File: src/rtl/core/adts_pkg.sv
// ----------------------------------------------------------------------------
// adts_pkg
// Shared types and constants for the ADTS frame synchronizer.
// ----------------------------------------------------------------------------
package adts_pkg;

    localparam int WINDOW_BYTES_DEF = 9;
    localparam int HDR_BYTES        = 7;
    localparam int LEN_W            = 13;
    localparam int COUNT_W          = 32;
    localparam int SPF_SHIFT        = 10;

    localparam logic [11:0]      SYNC_WORD      = 12'hFFF;
    localparam logic [1:0]       LAYER_ADTS     = 2'd0;
    localparam logic [3:0]       MAX_RATE_INDEX = 4'd12;
    localparam logic [LEN_W-1:0] MIN_LEN_PLAIN  = 13'd7;
    localparam logic [LEN_W-1:0] MIN_LEN_CRC    = 13'd9;

    typedef struct packed {
        logic             crc_present;
        logic [1:0]       object_profile;
        logic [2:0]       channel_config;
        logic [1:0]       extra_blocks;
        logic [3:0]       rate_index;
        logic [LEN_W-1:0] frame_bytes;
    } hdr_fields_t;

    typedef struct packed {
        logic               keep;
        logic               frame_start;
        logic               frame_end;
        hdr_fields_t        hdr;
        logic [LEN_W-1:0]   samples_per_frame;
        logic [COUNT_W-1:0] frames_done;
    } frame_result_t;

endpackage

File: src/rtl/core/adts_frame_sync.sv
// ----------------------------------------------------------------------------
// adts_frame_sync
// ADTS frame synchronizer: hunts for AAC ADTS headers in a byte stream.
// ----------------------------------------------------------------------------
// Takes one byte per word and returns one word per byte once the first nine
// bytes have filled the look-ahead window; each output word carries the byte
// leaving the window, keep/frame_start in m_tuser, frame_end on m_tlast and
// the current frame's header fields and completed-frame count. Throughput is
// one word per cycle while m_tready is high: the header check, byte countdown and
// frame counter sit in a single combinational pass between the window register
// and the output register, so the first result appears in the cycle after the
// tenth byte is accepted, and a byte leaves after its ninth successor enters.
// ----------------------------------------------------------------------------
module adts_frame_sync
    import adts_pkg::*;
#(
    parameter int WINDOW_BYTES = WINDOW_BYTES_DEF
)
(
    input  logic        clk,
    input  logic        rst_n,
    input  logic        s_tvalid,
    output logic        s_tready,
    input  logic [7:0]  s_tdata,   // [7:0] data_byte
    output logic        m_tvalid,
    input  logic        m_tready,
    output logic [79:0] m_tdata,   // out_byte, frame_bytes, rate_index, samples_per_frame,
                                   // channel_config, object_profile, crc_present,
                                   // frames_done, zero pad
    output logic        m_tlast,   // frame_end
    output logic [1:0]  m_tuser    // keep, frame_start
);

    logic                         accept;
    logic                         advance;
    logic                         full;
    logic [WINDOW_BYTES-1:0][7:0] win_bytes;
    hdr_fields_t                  hdr_new;
    logic                         hdr_ok;
    frame_result_t                result;

    logic          m_valid_reg;
    logic          m_valid_next;
    frame_result_t res_reg;
    logic [7:0]    byte_reg;

    assign s_tready = !m_valid_reg || m_tready;
    assign accept   = s_tvalid && s_tready;
    assign advance  = accept && full;

    adts_window #(
        .WINDOW_BYTES (WINDOW_BYTES)
    ) u_window (
        .clk       (clk),
        .rst_n     (rst_n),
        .shift_en  (accept),
        .din       (s_tdata),
        .win_bytes (win_bytes),
        .full      (full)
    );

    adts_hdr_check u_hdr_check (
        .hdr_bytes (win_bytes[HDR_BYTES-1:0]),
        .fields    (hdr_new),
        .hdr_ok    (hdr_ok)
    );

    adts_frame_track u_frame_track (
        .clk     (clk),
        .rst_n   (rst_n),
        .advance (advance),
        .hdr_ok  (hdr_ok),
        .hdr_new (hdr_new),
        .result  (result)
    );

    always_comb
    begin
        m_valid_next = m_valid_reg;
        if (advance)
        begin
            m_valid_next = 1'b1;
        end
        else if (m_tready)
        begin
            m_valid_next = 1'b0;
        end
    end

    always_ff @(posedge clk or negedge rst_n)
    begin
        if (!rst_n)
        begin
            m_valid_reg <= 1'b0;
        end
        else
        begin
            m_valid_reg <= m_valid_next;
        end
    end

    always_ff @(posedge clk)
    begin
        if (advance)
        begin
            res_reg  <= result;
            byte_reg <= win_bytes[0];
        end
    end

    assign m_tvalid = m_valid_reg;
    assign m_tlast  = res_reg.frame_end;
    assign m_tuser  = {res_reg.frame_start, res_reg.keep};
    assign m_tdata  = {4'b0,
                       res_reg.frames_done,
                       res_reg.hdr.crc_present,
                       res_reg.hdr.object_profile,
                       res_reg.hdr.channel_config,
                       res_reg.samples_per_frame,
                       res_reg.hdr.rate_index,
                       res_reg.hdr.frame_bytes,
                       byte_reg};

endmodule

File: src/rtl/core/adts_window.sv
// ----------------------------------------------------------------------------
// adts_window
// Look-ahead shift window with fill count; oldest byte at index zero.
// ----------------------------------------------------------------------------
module adts_window
    import adts_pkg::*;
#(
    parameter int WINDOW_BYTES = WINDOW_BYTES_DEF
)
(
    input  logic                         clk,
    input  logic                         rst_n,
    input  logic                         shift_en,
    input  logic [7:0]                   din,
    output logic [WINDOW_BYTES-1:0][7:0] win_bytes,
    output logic                         full
);

    localparam int FILL_W = $clog2(WINDOW_BYTES + 1);
    localparam logic [FILL_W-1:0] FILL_MAX = FILL_W'(WINDOW_BYTES);

    logic [WINDOW_BYTES-1:0][7:0] win_reg;
    logic [WINDOW_BYTES-1:0][7:0] win_next;
    logic [FILL_W-1:0]            fill_reg;
    logic [FILL_W-1:0]            fill_next;

    always_comb
    begin
        win_next  = win_reg;
        fill_next = fill_reg;
        if (shift_en)
        begin
            for (int i = 0; i < WINDOW_BYTES - 1; i++)
            begin
                win_next[i] = win_reg[i + 1];
            end
            win_next[WINDOW_BYTES-1] = din;
            if (fill_reg != FILL_MAX)
            begin
                fill_next = fill_reg + FILL_W'(1);
            end
        end
    end

    always_ff @(posedge clk or negedge rst_n)
    begin
        if (!rst_n)
        begin
            fill_reg <= '0;
            win_reg  <= '0;
        end
        else
        begin
            fill_reg <= fill_next;
            win_reg  <= win_next;
        end
    end

    assign win_bytes = win_reg;
    assign full      = (fill_reg == FILL_MAX);

endmodule

File: src/rtl/core/adts_hdr_check.sv
// ----------------------------------------------------------------------------
// adts_hdr_check
// Decodes the head of the window as an ADTS header and checks it.
// ----------------------------------------------------------------------------
module adts_hdr_check
    import adts_pkg::*;
(
    input  logic [HDR_BYTES-1:0][7:0] hdr_bytes,
    output hdr_fields_t               fields,
    output logic                      hdr_ok
);

    logic [11:0]      sync;
    logic [1:0]       layer;
    logic [LEN_W-1:0] min_len;

    always_comb
    begin
        sync                  = {hdr_bytes[0], hdr_bytes[1][7:4]};
        layer                 = hdr_bytes[1][2:1];
        fields.crc_present    = ~hdr_bytes[1][0];
        fields.object_profile = hdr_bytes[2][7:6];
        fields.rate_index     = hdr_bytes[2][5:2];
        fields.channel_config = {hdr_bytes[2][0], hdr_bytes[3][7:6]};
        fields.frame_bytes    = {hdr_bytes[3][1:0], hdr_bytes[4], hdr_bytes[5][7:5]};
        fields.extra_blocks   = hdr_bytes[6][1:0];
        min_len               = fields.crc_present ? MIN_LEN_CRC : MIN_LEN_PLAIN;
        hdr_ok                = (sync == SYNC_WORD)
                             && (layer == LAYER_ADTS)
                             && (fields.rate_index <= MAX_RATE_INDEX)
                             && (fields.frame_bytes >= min_len);
    end

endmodule

File: src/rtl/core/adts_frame_track.sv
// ----------------------------------------------------------------------------
// adts_frame_track
// Frame byte countdown, latched header fields and completed-frame counter.
// ----------------------------------------------------------------------------
module adts_frame_track
    import adts_pkg::*;
(
    input  logic          clk,
    input  logic          rst_n,
    input  logic          advance,
    input  logic          hdr_ok,
    input  hdr_fields_t   hdr_new,
    output frame_result_t result
);

    logic [LEN_W-1:0]   bytes_left_reg;
    logic [LEN_W-1:0]   bytes_left_next;
    hdr_fields_t        hdr_reg;
    hdr_fields_t        hdr_next;
    logic [COUNT_W-1:0] count_reg;
    logic [COUNT_W-1:0] count_next;
    logic               open_now;
    logic [LEN_W-1:0]   left_eff;
    logic [2:0]         blocks;

    always_comb
    begin
        open_now = (bytes_left_reg == '0) && hdr_ok;
        left_eff = open_now ? hdr_new.frame_bytes : bytes_left_reg;
        hdr_next = open_now ? hdr_new : hdr_reg;

        result.keep        = (left_eff != '0);
        result.frame_start = open_now;
        result.frame_end   = (left_eff == LEN_W'(1));
        bytes_left_next    = result.keep ? left_eff - LEN_W'(1) : '0;
        count_next         = result.frame_end ? count_reg + COUNT_W'(1) : count_reg;

        blocks                   = {1'b0, hdr_next.extra_blocks} + 3'd1;
        result.hdr               = hdr_next;
        result.samples_per_frame = {blocks, SPF_SHIFT'(0)};
        result.frames_done       = count_next;
    end

    always_ff @(posedge clk or negedge rst_n)
    begin
        if (!rst_n)
        begin
            bytes_left_reg <= '0;
            hdr_reg        <= '0;
            count_reg      <= '0;
        end
        else if (advance)
        begin
            bytes_left_reg <= bytes_left_next;
            hdr_reg        <= hdr_next;
            count_reg      <= count_next;
        end
    end

    a_count_hold: assert property (@(posedge clk) disable iff (!rst_n)
        advance && !result.frame_end |=> count_reg == $past(count_reg))
        else $error("frame counter moved without a frame end");

    a_count_step: assert property (@(posedge clk) disable iff (!rst_n)
        advance && result.frame_end |=> count_reg == $past(count_reg) + COUNT_W'(1))
        else $error("frame counter missed a frame end");

    a_start_keep: assert property (@(posedge clk) disable iff (!rst_n)
        result.frame_start |-> result.keep && (bytes_left_reg == '0))
        else $error("frame start outside hunting or without keep");

    a_hunt_drop: assert property (@(posedge clk) disable iff (!rst_n)
        (bytes_left_reg == '0) && !hdr_ok |-> !result.keep)
        else $error("byte kept while hunting without a header");

endmodule

File: config.mk
export PLATFORM = sky130hd
export DESIGN_NAME = adts_frame_sync
export DESIGN_NICKNAME = d
export VERILOG_FILES = /design/src/rtl/core/adts_pkg.sv /design/src/rtl/core/adts_frame_sync.sv /design/src/rtl/core/adts_window.sv /design/src/rtl/core/adts_hdr_check.sv /design/src/rtl/core/adts_frame_track.sv
export SDC_FILE = /design/constraint.sdc
export NUM_CORES = 1
export LEC_CHECK = 0
export ABC_CLOCK_PERIOD_IN_PS = 6000
export BUFFER_PORTS_ARGS = -buffer_cell sky130_fd_sc_hd__buf_2
export CAP_MARGIN = 20
export CORE_MARGIN = 2
export CORE_UTILIZATION = 25
export DETAILED_ROUTE_END_ITERATION = 7
export PLACE_DENSITY = 0.39
export SYNTH_ARGS = -nofsm -noshare
export SYNTH_HDL_FRONTEND = slang
export SYNTH_HIERARCHICAL = 1
export SYNTH_SLANG_ARGS = --single-unit
File: constraint.sdc
create_clock -name clk -period 6 [get_ports clk]
set_input_delay 0.3 -clock clk [delete_from_list [all_inputs] [get_ports clk]]
set_output_delay 0.3 -clock clk [all_outputs]
set_load 0.1 [all_outputs]
* Yosys cells after proc, flatten, opt, wreduce, memory -nomap -nowiden
Cells that the tools add are included.
** Operators by class
- Reductions and logical operators :: 13
- $add $sub $neg :: 4
- Magnitude comparators :: 2
- Bitwise gates (word level) :: 1
- Multiplexer cells :: 7
- Equality and inequality tests :: 4
** Operators by type and width (number)
- $add A32 B1 Y32 const B :: 1
- $mux W32 :: 1
- $mux W13 :: 2
- $mux W25 :: 1
- $eq A13 B1 Y1 const B :: 1
- $ge A13 B13 Y1 :: 1
- $logic_not A13 Y1 :: 1
- $reduce_bool A13 Y1 :: 1
- $sub A13 B1 Y13 const B :: 1
- $eq A12 B12 Y1 const B :: 1
- $logic_and A1 B1 Y1 :: 6
- $add A4 B1 Y4 const B :: 1
- $eq A4 B4 Y1 const B :: 1
- $le A4 B4 Y1 const B :: 1
- $mux W4 :: 1
- $ne A4 B4 Y1 const B :: 1
- $add A2 B1 Y3 const B :: 1
- $logic_not A2 Y1 :: 1
- $mux W1 :: 2
- $reduce_and A2 Y1 :: 1
- $reduce_bool A2 Y1 :: 1
- $logic_not A1 Y1 :: 1
- $logic_or A1 B1 Y1 :: 1
- $not A1 Y1 :: 1
** Storage, ports and cells
- Logic and storage cells :: 61
- Register bits :: 216

* Depth between registers and ports, before layout
Gate-level depths: netlist of run 1.
- Depth after elaboration :: 8
- Depth in mapped cells :: 18
- Depth with buffers taken out :: 17

* By module
The synthesis of run 1 kept the hierarchy.
** Modules (own cells, without submodules)
- adts_frame_track :: instances 1, cells each 511, area each 4296.6 um2
- adts_window :: instances 1, cells each 170, area each 2872.8 um2
- adts_frame_sync :: instances 1, cells each 90, area each 2474.9 um2
- adts_hdr_check :: instances 1, cells each 42, area each 324.1 um2

* Worst setup path after synthesis of run 1
Ideal clock, no wire load.
- Path kind :: register -> register
- Start :: register u_window.win_reg (netlist bit u_window/win_bytes[8])
- End :: register res_reg (netlist bit m_tdata[69]), data pin
- Period minus slack after synthesis :: 3.753 ns
- Required time :: 5.739 ns
- Arrival time :: 3.493 ns
- Cell stages (with the launch flop) :: 18
- Setup slack :: 2.247 ns
- Buffers on the path :: 0
- Cell sequence :: dfrtp_1 inv_1 ha_1 nand3_1 a21boi_0 o211a_1 nor4b_2 nand4_1 inv_1 a21oi_1 inv_1 ha_1 nand2b_1 nor4_4 o211ai_4 nor4_4 and4_1 xor2_1
** RTL lines
- start: declaration :: line adts_window.sv:22 : logic [WINDOW_BYTES-1:0][7:0] win_reg;
- start signal: assignment :: line adts_window.sv:55 : win_reg <= win_next;
- end signal: assignment :: line adts_frame_sync.sv:106 : res_reg <= result;
- end: declaration :: line adts_frame_sync.sv:44 : frame_result_t res_reg;

==> results of run 1 <==
[power by group through the flow]
| stage | clock network (uW) | registers [uW] | logic [uW] |
|---|---|---|---|
| floorplan | 0 | 2660 | 877 |
| global placement | 0 | 2430 | 1360 |
| detailed placement | 0 | 2430 | 1370 |
| CTS | 1810 | 2410 | 1370 |
| global route | 1870 | 2470 | 1490 |
| finish | 1730 | 2400 | 1360 |
[placed cells by master, fill, tap and decap left out, types with 20 or more instances in the layout]
cell,synthesis,final
a31oi_1,20,20
buf_2,8,91
clkbuf_16,0,30
dfrtp_1,147,147
edfxtp_1,79,79
mux2_2,73,73
nand2_1,108,108
nand4_1,22,22
nor2_1,60,60
xnor2_1,44,44
xor2_1,20,20
[metrics by stage]
step                      hold slack [ns]  worst slack, ns  instances
after floorplan                   0.00441             2.25        825
after global placement              0.459             1.51       1375
after detailed placement            0.465             1.43       1375
after CTS                         0.00256             1.42       1436
after global routing               0.0312             1.09       1436
final                              0.0359             1.44       1436
[area by class of cell]
cell class / instances / area (sq um)
well taps: 525 / 657
multi-input cells: 513 / 3450
fillers: 4022 / 27800
inverters: 12 / 45.0
repair buffers: 108 / 609
flip-flops and latches: 226 / 6050
clock buffers: 45 / 877
clock inverters: 7 / 88.8
[cell usage after synthesis (12+ instances only)]
master    count  area, sq um
nor3_1       15         75.1
edfxtp_1     79         2370
a31oi_1      20          125
nand3_1      17         85.1
clkbuf_1     21         78.8
o21ai_0      15         75.1
dfrtp_1     147         3680
nand4_1      22          138
nand2_1     108          405
xnor2_1      44          385
mux2_2       73          822
a21oi_1      12         60.1
xor2_1       20          175
buf_4        40          300
nor2_1       60          225
inv_1        12         45.0
[cell families after synthesis]
kind of cell	Yosys count	synth area share
and+or+nand+nor	277	0.138
DFF	226	0.607
buffers and inverters	86	0.0515
muxes	76	0.0855
AOI/OAI and AO/OA	73	0.0495
xor gates and xnor gates	64	0.0562
adders and majority gates	9	0.0113
other	2	0.000753
[worst min path at each step]
stage	start	endpoint
after floorplan	rst_n	m_tvalid
final	m_tready	m_tvalid
after detailed placement	u_window/win_bytes[1]	byte_reg[1]
after global placement	u_window/win_bytes[7]	byte_reg[7]
after global routing	m_tready	m_tvalid
after CTS	m_tready	m_tvalid
[metal layers]
layer	vias up	routed length, um	part of all wire
met1	3024	10500	0.46
li1	2975	-	-
met3	34	933	0.041
met4	0	445	0.019
met2	112	11100	0.48
met5	-	0	0
[worst max-delay path: stages (launching register included)]
cell	delay (ns)
dfrtp_1	0.46
ha_1	0.32
a21oi_1	0.12
a21boi_0	0.09
o211a_1	0.27
nor4b_2	0.20
nand4_1	0.10
buf_4	0.32
inv_1	0.11
buf_4	0.25
a21oi_1	0.31
ha_1	0.23
nand2b_1	0.09
nor4_4	0.23
o211a_1	0.20
buf_4	0.25
nand2_1	0.21
or3_1	0.39
xnor2_1	0.13
==> impl_results.md, run 1 <==
* CP Capture Type: flip-flop
* Grt ovf at 0
* Met1 routing resource usage after global routing at 0.152
* Start point of the critical path: u_window/win_bytes[47]
* DR vias at 6,145
* Register bit total from synthesis at 226
* Count of flip-flops with a built-in enable after synthesis at 79
* Sum of negative setup slack at 0 ns
* Hold Vio Cnt, Final at 0
* Proportion of synthesized chip area in sequential cells at 0.607
* Max-capacitance violation count at 0
* Prevailing post-synth register cell: dfrtp_1
* Post-route fraction of the period consumed by the critical path at 0.759
* Resized Gates After CTS at 0
* Data arrival time at the worst-slack endpoint at 4.85 ns
* Shortest period the worst path allows at 4.56 ns
* Mapped Area at 9970 sq um
* Root buffer selected by CTS: clkbuf_16
* TritonCTS clock tree: yes
* Headroom to the max-slew limit at 0.322
* Number of core rows at 73
* Final core utilization at 0.298
* Internal power of the cells at 3590 uW
* Worst setup path endpoint: m_tdata[60]
* Mean instance size in the synthesized netlist at 12.3 sq um
* Total clock buffers created by CTS at 28
* Distinct cells, synth at 62
* Setup repair bufs after CTS at 0
* Area of the core region at 39,500 sq um
* Antenna Cells at 0
* Die Footprint at 41,500 sq um
* Leakage power summed over all cells at 0.00480 uW
* Initial DRT Pass Iterations at 5
* Crit Path Max Fanout at 29
* Worst Clk Skew at 0.00961 ns
* R2R Path Start: u_window/win_bytes[47]
* Crit path kind: flip-flop to flip-flop
* X dimension of the die at 204 um
* Reg2reg end: m_tdata[60]
* Layout-stage area growth over the synthesis result at 18.1%
* Number of cell instances on the worst register-to-register path at 18
* Final weighted congestion of routability-driven global placement at 0.774
* Share of total power in sequential cells at 0.437
* Vias per inst at 4.28
* Initial Util at 0.252
* Peak Freq at 219 MHz
* Port bufs at 92
* Clk buf depth at 3
* Initial antenna violation count at 0
* Register clock-pin slew on the reported worst setup and hold paths at 0.06 ns
* Maximum level of the CTS H-tree at 1
* Wire length of the first global-routing pass at 36.8 mm
* Hold buffer count at cts at 9
* Launching element type of the critical path: flip-flop
* Clk network pwr share at 0.316
* Share of total power consumed by net switching at 0.347
* Routing usage on met3 at 0.0192
* Ports at 97
* Final layout net count at 910
* Post-Layout Inst Area at 11,800 sq um
* Slew at the pin closest to its max-slew limit at 1.02 ns
* Global-route met2 utilization at 0.185
* Fraction of power consumed by combinational cells at 0.247
* Worst R2R Setup Slack at 1.44 ns
* Clk sink count at 226
* Psw at 1900 uW
* Height of the die at 204 um
* Power Dens Cells at 466 nW/um^2
* Worst-case vdd ir drop at 0.000219 V
* Count of pins over their slew limit at 0
* Setup Viol. Count Final at 0
* Layout cells sized above 1 at 0.255
* Largest net degree at the start of global routing at 93
* Placed cell areas at 10,700 sq um
* Max reg flops at 72
* Number of DRC violations after detailed routing at 0
* DR iter-0 viols at 361
* Final routed wirelength across all metal layers at 23.0 mm
* Ys Warns at 6
* WL/cell at 16.0 um
* Crit path required time at 6.29 ns
* Number of routed nets with antenna violations at 0
* Fraction of registers with async set or reset after synthesis at 0.650
* Sum of internal, switching and leakage power at 5490 uW
* Type of the tightest min-delay check: input port to flip-flop
* Cell count after synthesis at 813
* Result of the run: complete, no violations
* Number of global-route vias before repair at 6,246
* GRT Overall Usage at 0.113
* Detailed placement HPWL at 14.9 mm
* Unrepaired setup endpoints after global routing: false
* Clk Latency, worst-skew pair at 0.54 ns
* GRT Max-Usage Layer: met2
* Instance count along the most critical hold path at 3
Note: power is estimated with default switching activity, not from simulation.
==> run 2, diff against run 1 <==
ABC_CLOCK_PERIOD_IN_PS = 4500   (was 6000)
clock period = 4.5 ns   (was 6 ns; I/O delays follow)
==> run 2 against run 1 <==
Count of clock-buffer cells in the layout shrank 11. Clock power grew 42%. Sequential cell count is the same. Core utilization grew 0.36 points. Die area is the same. First-iteration DRC count shrank 22%. Fmax grew 14%. Global-route usage shrank 0.097 points. Register-to-register slack lost 0.93 ns. Via count grew 0.49%.
==> impl_results.md, run 2 (synthesis results as in run 1) <==
* Minimum hold slack at 0.341 ns (+0.305 ns)
* Type of the tightest min-delay check: input port to async pin
* Crit path kind: flip-flop to flip-flop
* Crit Path Max Fanout at 9 (-69%)
* CP Capture Type: flip-flop
* Final routed wirelength across all metal layers at 22.8 mm (-0.97%)
* Number of standard cells in the layout, taps in and fillers out at 1,445 (+0.63%)
* Worst R2R Setup Slack at 0.52 ns (-0.93 ns)
* Unrepaired setup endpoints after global routing: false
* Fraction of power consumed by combinational cells at 0.246 (about the same)
* Setup Viol. Count Final at 0 (unchanged)
* Filler cell count at 4,053 (+0.77%)
* Maximum level of the CTS H-tree at 1 (unchanged)
* Combined area of the multi-input logic cells at 3450 sq um (unchanged)
* Die Footprint at 41,500 sq um (unchanged)
* Launching element type of the critical path: flip-flop
* GRT Overall Usage at 0.112 (-0.000969)
* Placed cell areas at 10,800 sq um (+0.47%)
* R2R Path Start: u_window/win_bytes[10]
* Leakage power summed over all cells at 0.00487 uW (+1.5%)
* Clk Latency, worst-skew pair at 0.55 ns (about the same)
* Data arrival time at the worst-slack endpoint at 4.27 ns (-0.58 ns)
* Internal power of the cells at 4900 uW (+37%)
* Max reg flops at 72 (unchanged)
* Number of global-route vias before repair at 6,380 (+2.1%)
* Initial Util at 0.252 (unchanged)
* Share of total power consumed by net switching at 0.345 (-0.00135)
* Total instance count after detailed placement at 1,380 (+0.36%)
* Max-capacitance violation count at 0 (unchanged)
* Sum of internal, switching and leakage power at 7480 uW (+36%)
* Seq. cell area at 6050 sq um (unchanged)
* Worst Path Buf+Inv at 3 (-1)
* Post-route fraction of the period consumed by the critical path at 0.885 (+0.126)
* Area of the core region at 39,500 sq um (unchanged)
* Kind of cell adding the most delay to the critical path: simple AND/OR/NAND/NOR gates
* Ports at 97 (unchanged)
* Power Dens Cells at 627 nW/um^2 (+35%)
* Highest-delay cell along the critical path: nor4b_2
* Count of pins over their slew limit at 0 (unchanged)
* Commonest non-fill, non-tap cell in the layout: dfrtp_1
* Grt ovf at 0 (unchanged)
* Total clock buffers created by CTS at 28 (unchanged)
* Clk buf depth at 3 (unchanged)
* Headroom to the max-slew limit at 0.324 (+0.00158)
* Worst Clk Skew at 0.0124 ns (+0.00278 ns)
* Reg2reg end: m_tdata[63]
* Result of the run: complete, no violations
* Largest net degree at the start of global routing at 146 (+57%)
* DR vias at 6,175 (+0.49%)
* Sum of negative setup slack at 0 ns (unchanged)
* Wire length of the first global-routing pass at 36.6 mm (-0.58%)
* Number of cell instances on the worst register-to-register path at 16 (-2)
* Final layout net count at 919 (+0.99%)
* Vias per inst at 4.27 (-0.14%)
* Port bufs at 92 (unchanged)
* Register clock-pin slew on the reported worst setup and hold paths at 0.06 ns (about the same)
* Number of routed nets with antenna violations at 0 (unchanged)
* Critical Path Stages at 16 (-2)
* DR iter-0 viols at 281 (-22%)
* Number of core rows at 73 (unchanged)
* Crit path required time at 4.79 ns (-1.50 ns)
* Share of total power in sequential cells at 0.427 (-0.010)
* Longest individual stage delay on the worst path at 0.46 ns (about the same)
* Cell Chain, Critical Path: nand4b_1 > nor4_1 > o211a_1 > nor4b_2 > nand4_1 > inv_1 > a21oi_1 > inv_1 > ha_1 > nand2b_1 > nor4_4 > o211ai_4 > nor4_4 > buf_4 > nand3_1 > xnor2_1
* Clk sink count at 226 (unchanged)
* Shortest period the worst path allows at 3.98 ns (-0.574 ns)
* Initial DRT Pass Iterations at 5 (unchanged)
* Antenna Cells at 0 (unchanged)
* Post-Layout Inst Area at 11,900 sq um (+1.2%)
* Number of DRC violations after detailed routing at 0 (unchanged)
* Layout cells sized above 1 at 0.266 (+0.0116)
* Layout-stage area growth over the synthesis result at 19.6%
* Start point of the critical path: u_window/win_bytes[10]
* Height of the die at 204 um (unchanged)
* Initial antenna violation count at 0 (unchanged)
* Psw at 2580 uW (+36%)
* Clk network pwr share at 0.327 (+0.011)
* Root buffer selected by CTS: clkbuf_16
* Commonest cells after routing, fill and taps aside: dfrtp_1 (147), nand2_1 (108), buf_2 (91), edfxtp_1 (79), mux2_2 (73)
* Peak Freq at 251 MHz (+14%)
* Hold Vio Cnt, Final at 0 (unchanged)
* X dimension of the die at 204 um (unchanged)
* Worst-case vdd ir drop at 0.000260 V (+19%)
* WL/cell at 15.8 um (-1.6%)
* Detailed placement HPWL at 14.6 mm (-1.8%)
* Final weighted congestion of routability-driven global placement at 0.754 (-2.6%)
* TritonCTS clock tree: yes
* Slew at the pin closest to its max-slew limit at 1.01 ns (-0.00237 ns)
[run 2: repair_timing]
action,CTS,global route
hold endpoints to repair,105,0
gates resized for setup,0,0
setup endpoints to repair,0,4
setup buffers,0,2
hold buffers,11,0
[run 2: routing by layer]
layer	vias to the layer above	wire [um]	GRT usage
li1	3010	-	-
met1	3011	10500	0.150
met2	116	10700	0.183
met3	38	1070	0.0193
met4	0	533	0.0370
met5	-	0	0
[run 2: layout make-up]
type	instances	area share
Clock buffer	34	0.0659
Sequential cell	226	0.508
Timing Repair Buffer	117	0.0582
Inverter	12	0.00378
Multi-Input combinational cell	513	0.289
Clock inverter	18	0.0200
Tap cell	525	0.0551
[run 2: stage by stage]
step | util | setup slack (ns)
2_1_floorplan | - | 0.747
4_1_cts | 0.301 | 0.373
3_3_place_gp | 0.272 | 0.469
6_report | 0.301 | 0.518
5_1_grt | 0.301 | 0.0834
3_5_place_dp | 0.272 | 0.385
[run 2: worst reg2reg max path, stage by stage (launching register included)]
cell and delay (ns):
dfrtp_1 0.38, nand4b_1 0.20, nor4_1 0.39, o211a_1 0.30, nor4b_2 0.46, nand4_1 0.20
inv_1 0.13, a21oi_1 0.11, inv_1 0.09, ha_1 0.17, nand2b_1 0.09, nor4_4 0.22
o211ai_4 0.23, nor4_4 0.32, buf_4 0.21, nand3_1 0.10, xnor2_1 0.14
[run 2: worst max-delay path by stage]
| stage | to | slack, ns |
|---|---|---|
| CTS | m_tdata[69] | 0.37 |
| global route | m_tdata[63] | 0.08 |
| global placement | m_tdata[69] | 0.47 |
| finish | m_tdata[63] | 0.52 |
| detailed placement | m_tdata[69] | 0.38 |
| floorplan | m_tdata[69] | 0.75 |
[run 2: power by group through the flow]
| stage | registers (uW) | logic [uW] | clock network, uW |
|---|---|---|---|
| finish | 3190 | 1840 | 2450 |
| CTS | 3200 | 1870 | 2540 |
| floorplan | 3540 | 1170 | 0 |
| detailed placement | 3240 | 1860 | 0 |
| global route | 3270 | 2030 | 2630 |
| global placement | 3230 | 1840 | 0 |
==> run 3, diff against run 2 <==
RECOVER_POWER = 50   (was default)
==> run 3 against run 2 <==
The run now ends with max-capacitance violations, max-slew violations left. Design area fell by 1.0%. Critical path depth did not move. Core utilization fell by 0.30 points. Global-route usage did not move. Critical endpoint unchanged. Largest cell class unchanged. Largest power group unchanged.
==> impl_results.md, run 3 (synthesis results as in run 1) <==
* Kind of cell adding the most delay to the critical path: simple AND/OR/NAND/NOR gates
* Area of the core region at 39,500 sq um (unchanged)
* Number of DRC violations after detailed routing at 0 (unchanged)
* Final WS setup at 0.505 ns (-0.0129 ns)
* Headroom to the max-slew limit at -0.747 (-1.07)
* Antenna Cells at 0 (unchanged)
* Worst-case vdd ir drop at 0.000261 V (+0.31%)
* Final layout net count at 919 (unchanged)
* Number of standard cells in the layout, taps in and fillers out at 1,445 (unchanged)
* Number of global-route vias before repair at 6,380 (unchanged)
* Max reg flops at 72 (unchanged)
* Height of the die at 204 um (unchanged)
* Worst R2R Setup Slack at 0.51 ns (about the same)
* Root buffer selected by CTS: clkbuf_16
* Leakage power summed over all cells at 0.00466 uW (-4.3%)
* Longest individual stage delay on the worst path at 0.47 ns (about the same)
* Highest-delay cell along the critical path: nor4b_2
* Unrepaired setup endpoints after global routing: false
* Max-capacitance violation count at 2 (+2)
* Clk buf depth at 3 (unchanged)
* Setup Viol. Count Final at 0 (unchanged)
* Largest net degree at the start of global routing at 146 (unchanged)
* Commonest cells after routing, fill and taps aside: dfrtp_1 (147), nand2_1 (108), clkbuf_1 (84), edfxtp_1 (79), mux2_2 (73)
* Instance count along the most critical hold path at 3
* Clk Latency, worst-skew pair at 0.54 ns (about the same)
* Placed cell areas at 10,800 sq um (unchanged)
* Ports at 97 (unchanged)
* Detailed-route wire length on metal 1 at 10.6 mm (+0.90%)
* Grt ovf at 0 (unchanged)
* Filler cell count at 4,093 (+0.99%)
* Worst Clk Skew at 0.00992 ns (-0.00247 ns)
* Sum of negative setup slack at 0 ns (unchanged)
* Total clock buffers created by CTS at 28 (unchanged)
* Failing checks: max-capacitance violations, max-slew violations
* WL/cell at 15.8 um (+0.34%)
* Slew at the pin closest to its max-slew limit at 2.62 ns (+1.61 ns)
* Vias per inst at 4.28 (+0.11%)
* Detailed placement HPWL at 14.6 mm (unchanged)
* Final routed wirelength across all metal layers at 22.9 mm (+0.34%)
* Register clock-pin slew on the reported worst setup and hold paths at 0.06 ns (about the same)
* Met2 Wirelength at 10.9 mm (+1.7%)
* Result of the run: complete, but fails checks
* TritonCTS clock tree: yes
* Post-route fraction of the period consumed by the critical path at 0.888 (+0.00286)
* Shortest period the worst path allows at 3.99 ns (+0.0129 ns)
* Peak Freq at 250 MHz (-0.32%)
* Maximum level of the CTS H-tree at 1 (unchanged)
* Wire length of the first global-routing pass at 36.6 mm (unchanged)
* Commonest non-fill, non-tap cell in the layout: dfrtp_1
* GRT Overall Usage at 0.112 (unchanged)
* X dimension of the die at 204 um (unchanged)
* Hold Vio Cnt, Final at 0 (unchanged)
* Count of pins over their slew limit at 176 (+176)
* Crit Path Max Fanout at 9 (unchanged)
* Number of core rows at 73 (unchanged)
* Crit path required time at 4.79 ns (about the same)
* Type of the tightest min-delay check: input port to flip-flop
* Worst Path Buf+Inv at 3 (unchanged)
* Topmost layer with routed signal wires: met4
* Total instance count after detailed placement at 1,380 (unchanged)
* Destination of the worst hold path: u_window/win_bytes[70]
* Final weighted congestion of routability-driven global placement at 0.754 (unchanged)
* R2R Path Start: u_window/win_bytes[10]
* Initial DRT Pass Iterations at 4 (-1)
* Layout cells sized above 1 at 0.177 (-0.0891)
* DR iter-0 viols at 300 (+6.8%)
* Routed met3 length at 878 um (-18%)
* DR vias at 6,182 (+0.11%)
* Critical Path Stages at 16 (unchanged)
* Initial Util at 0.252 (unchanged)
* Resized Gates After CTS at 0 (unchanged)
* Die Footprint at 41,500 sq um (unchanged)
* Power Dens Cells at 632 nW/um^2 (+0.75%)
* Pre-CTS setup slack at 0.385 ns (unchanged)
* Initial antenna violation count at 0 (unchanged)
* Launching element type of the critical path: flip-flop
* Data arrival time at the worst-slack endpoint at 4.28 ns (about the same)
* Clk sink count at 226 (unchanged)
* Start point of the worst hold path: s_tdata[6]
* Number of routed nets with antenna violations at 0 (unchanged)
* Number of cell instances on the worst register-to-register path at 16 (unchanged)
* Reg2reg end: m_tdata[63]
* Cell Chain, Critical Path: nand4b_1 > nor4_1 > o211a_1 > nor4b_2 > nand4_1 > inv_1 > a21oi_1 > inv_1 > ha_1 > nand2b_1 > nor4_4 > o211ai_4 > nor4_4 > buf_4 > nand3_1 > xnor2_1
* CP Capture Type: flip-flop
* Layout-stage area growth over the synthesis result at 18.4%
* Port bufs at 92 (unchanged)
* Crit path kind: flip-flop to flip-flop
* Minimum hold slack at 0.446 ns (+0.105 ns)
* Post-Layout Inst Area at 11,800 sq um (-1.0%)
==> run 3: metrics by stage <==
step / power (uW) / utilization
after floorplan: 4710 / -
final: 7460 / 0.298
after global routing: 7910 / 0.298
after global placement: 5070 / 0.272
after CTS: 7620 / 0.301
after detailed placement: 5100 / 0.272
==> run 3: worst max path at each step <==
stage / from / to / slack (ns)
after floorplan: u_window/win_bytes[8] / m_tdata[69] / 0.75
after global placement: u_window/win_bytes[10] / m_tdata[69] / 0.47
after detailed placement: u_window/win_bytes[10] / m_tdata[69] / 0.38
after CTS: u_window/win_bytes[10] / m_tdata[69] / 0.37
after global routing: u_window/win_bytes[8] / m_tdata[63] / 0.08
final: u_window/win_bytes[10] / m_tdata[63] / 0.51
==> run 3: power breakdown <==
group	leakage [uW]	internal, uW	switching (uW)
combinational	0.00167	611	1210
clock	0.000501	1530	910
sequential	0.00249	2730	460
total	0.00466	4880	2580
==> run 3: timing repair <==
| action | CTS | global route |
|---|---|---|
| buffers inserted | 0 | 2 |
| endpoints found under the setup margin | 0 | 4 |
| hold endpoints to repair | 105 | 0 |
| hold buffers | 11 | 0 |
==> run 3: metal layers <==
layer / up-vias / global-route usage
met5: - / 0
met4: 0 / 0.0370
met3: 39 / 0.0193
met2: 104 / 0.183
met1: 3031 / 0.150
li1: 3008 / -
==> run 3: final cells by class <==
cell class | instances | area [sq um] | area share
Clock buffer | 34 | 786 | 0.0666
Clock inverter | 18 | 239 | 0.0203
Inverter | 12 | 45.0 | 0.00382
Multi-Input combinational cell | 513 | 3440 | 0.292
Sequential cell | 226 | 6050 | 0.513
Tap cell | 525 | 657 | 0.0557
Timing Repair Buffer | 117 | 581 | 0.0492
==> run 3: worst min-delay path: cells and delay by family <==
family | cells | cell delay (ns)
buf+inv | 2 | 0.60
mux | 1 | 0.13
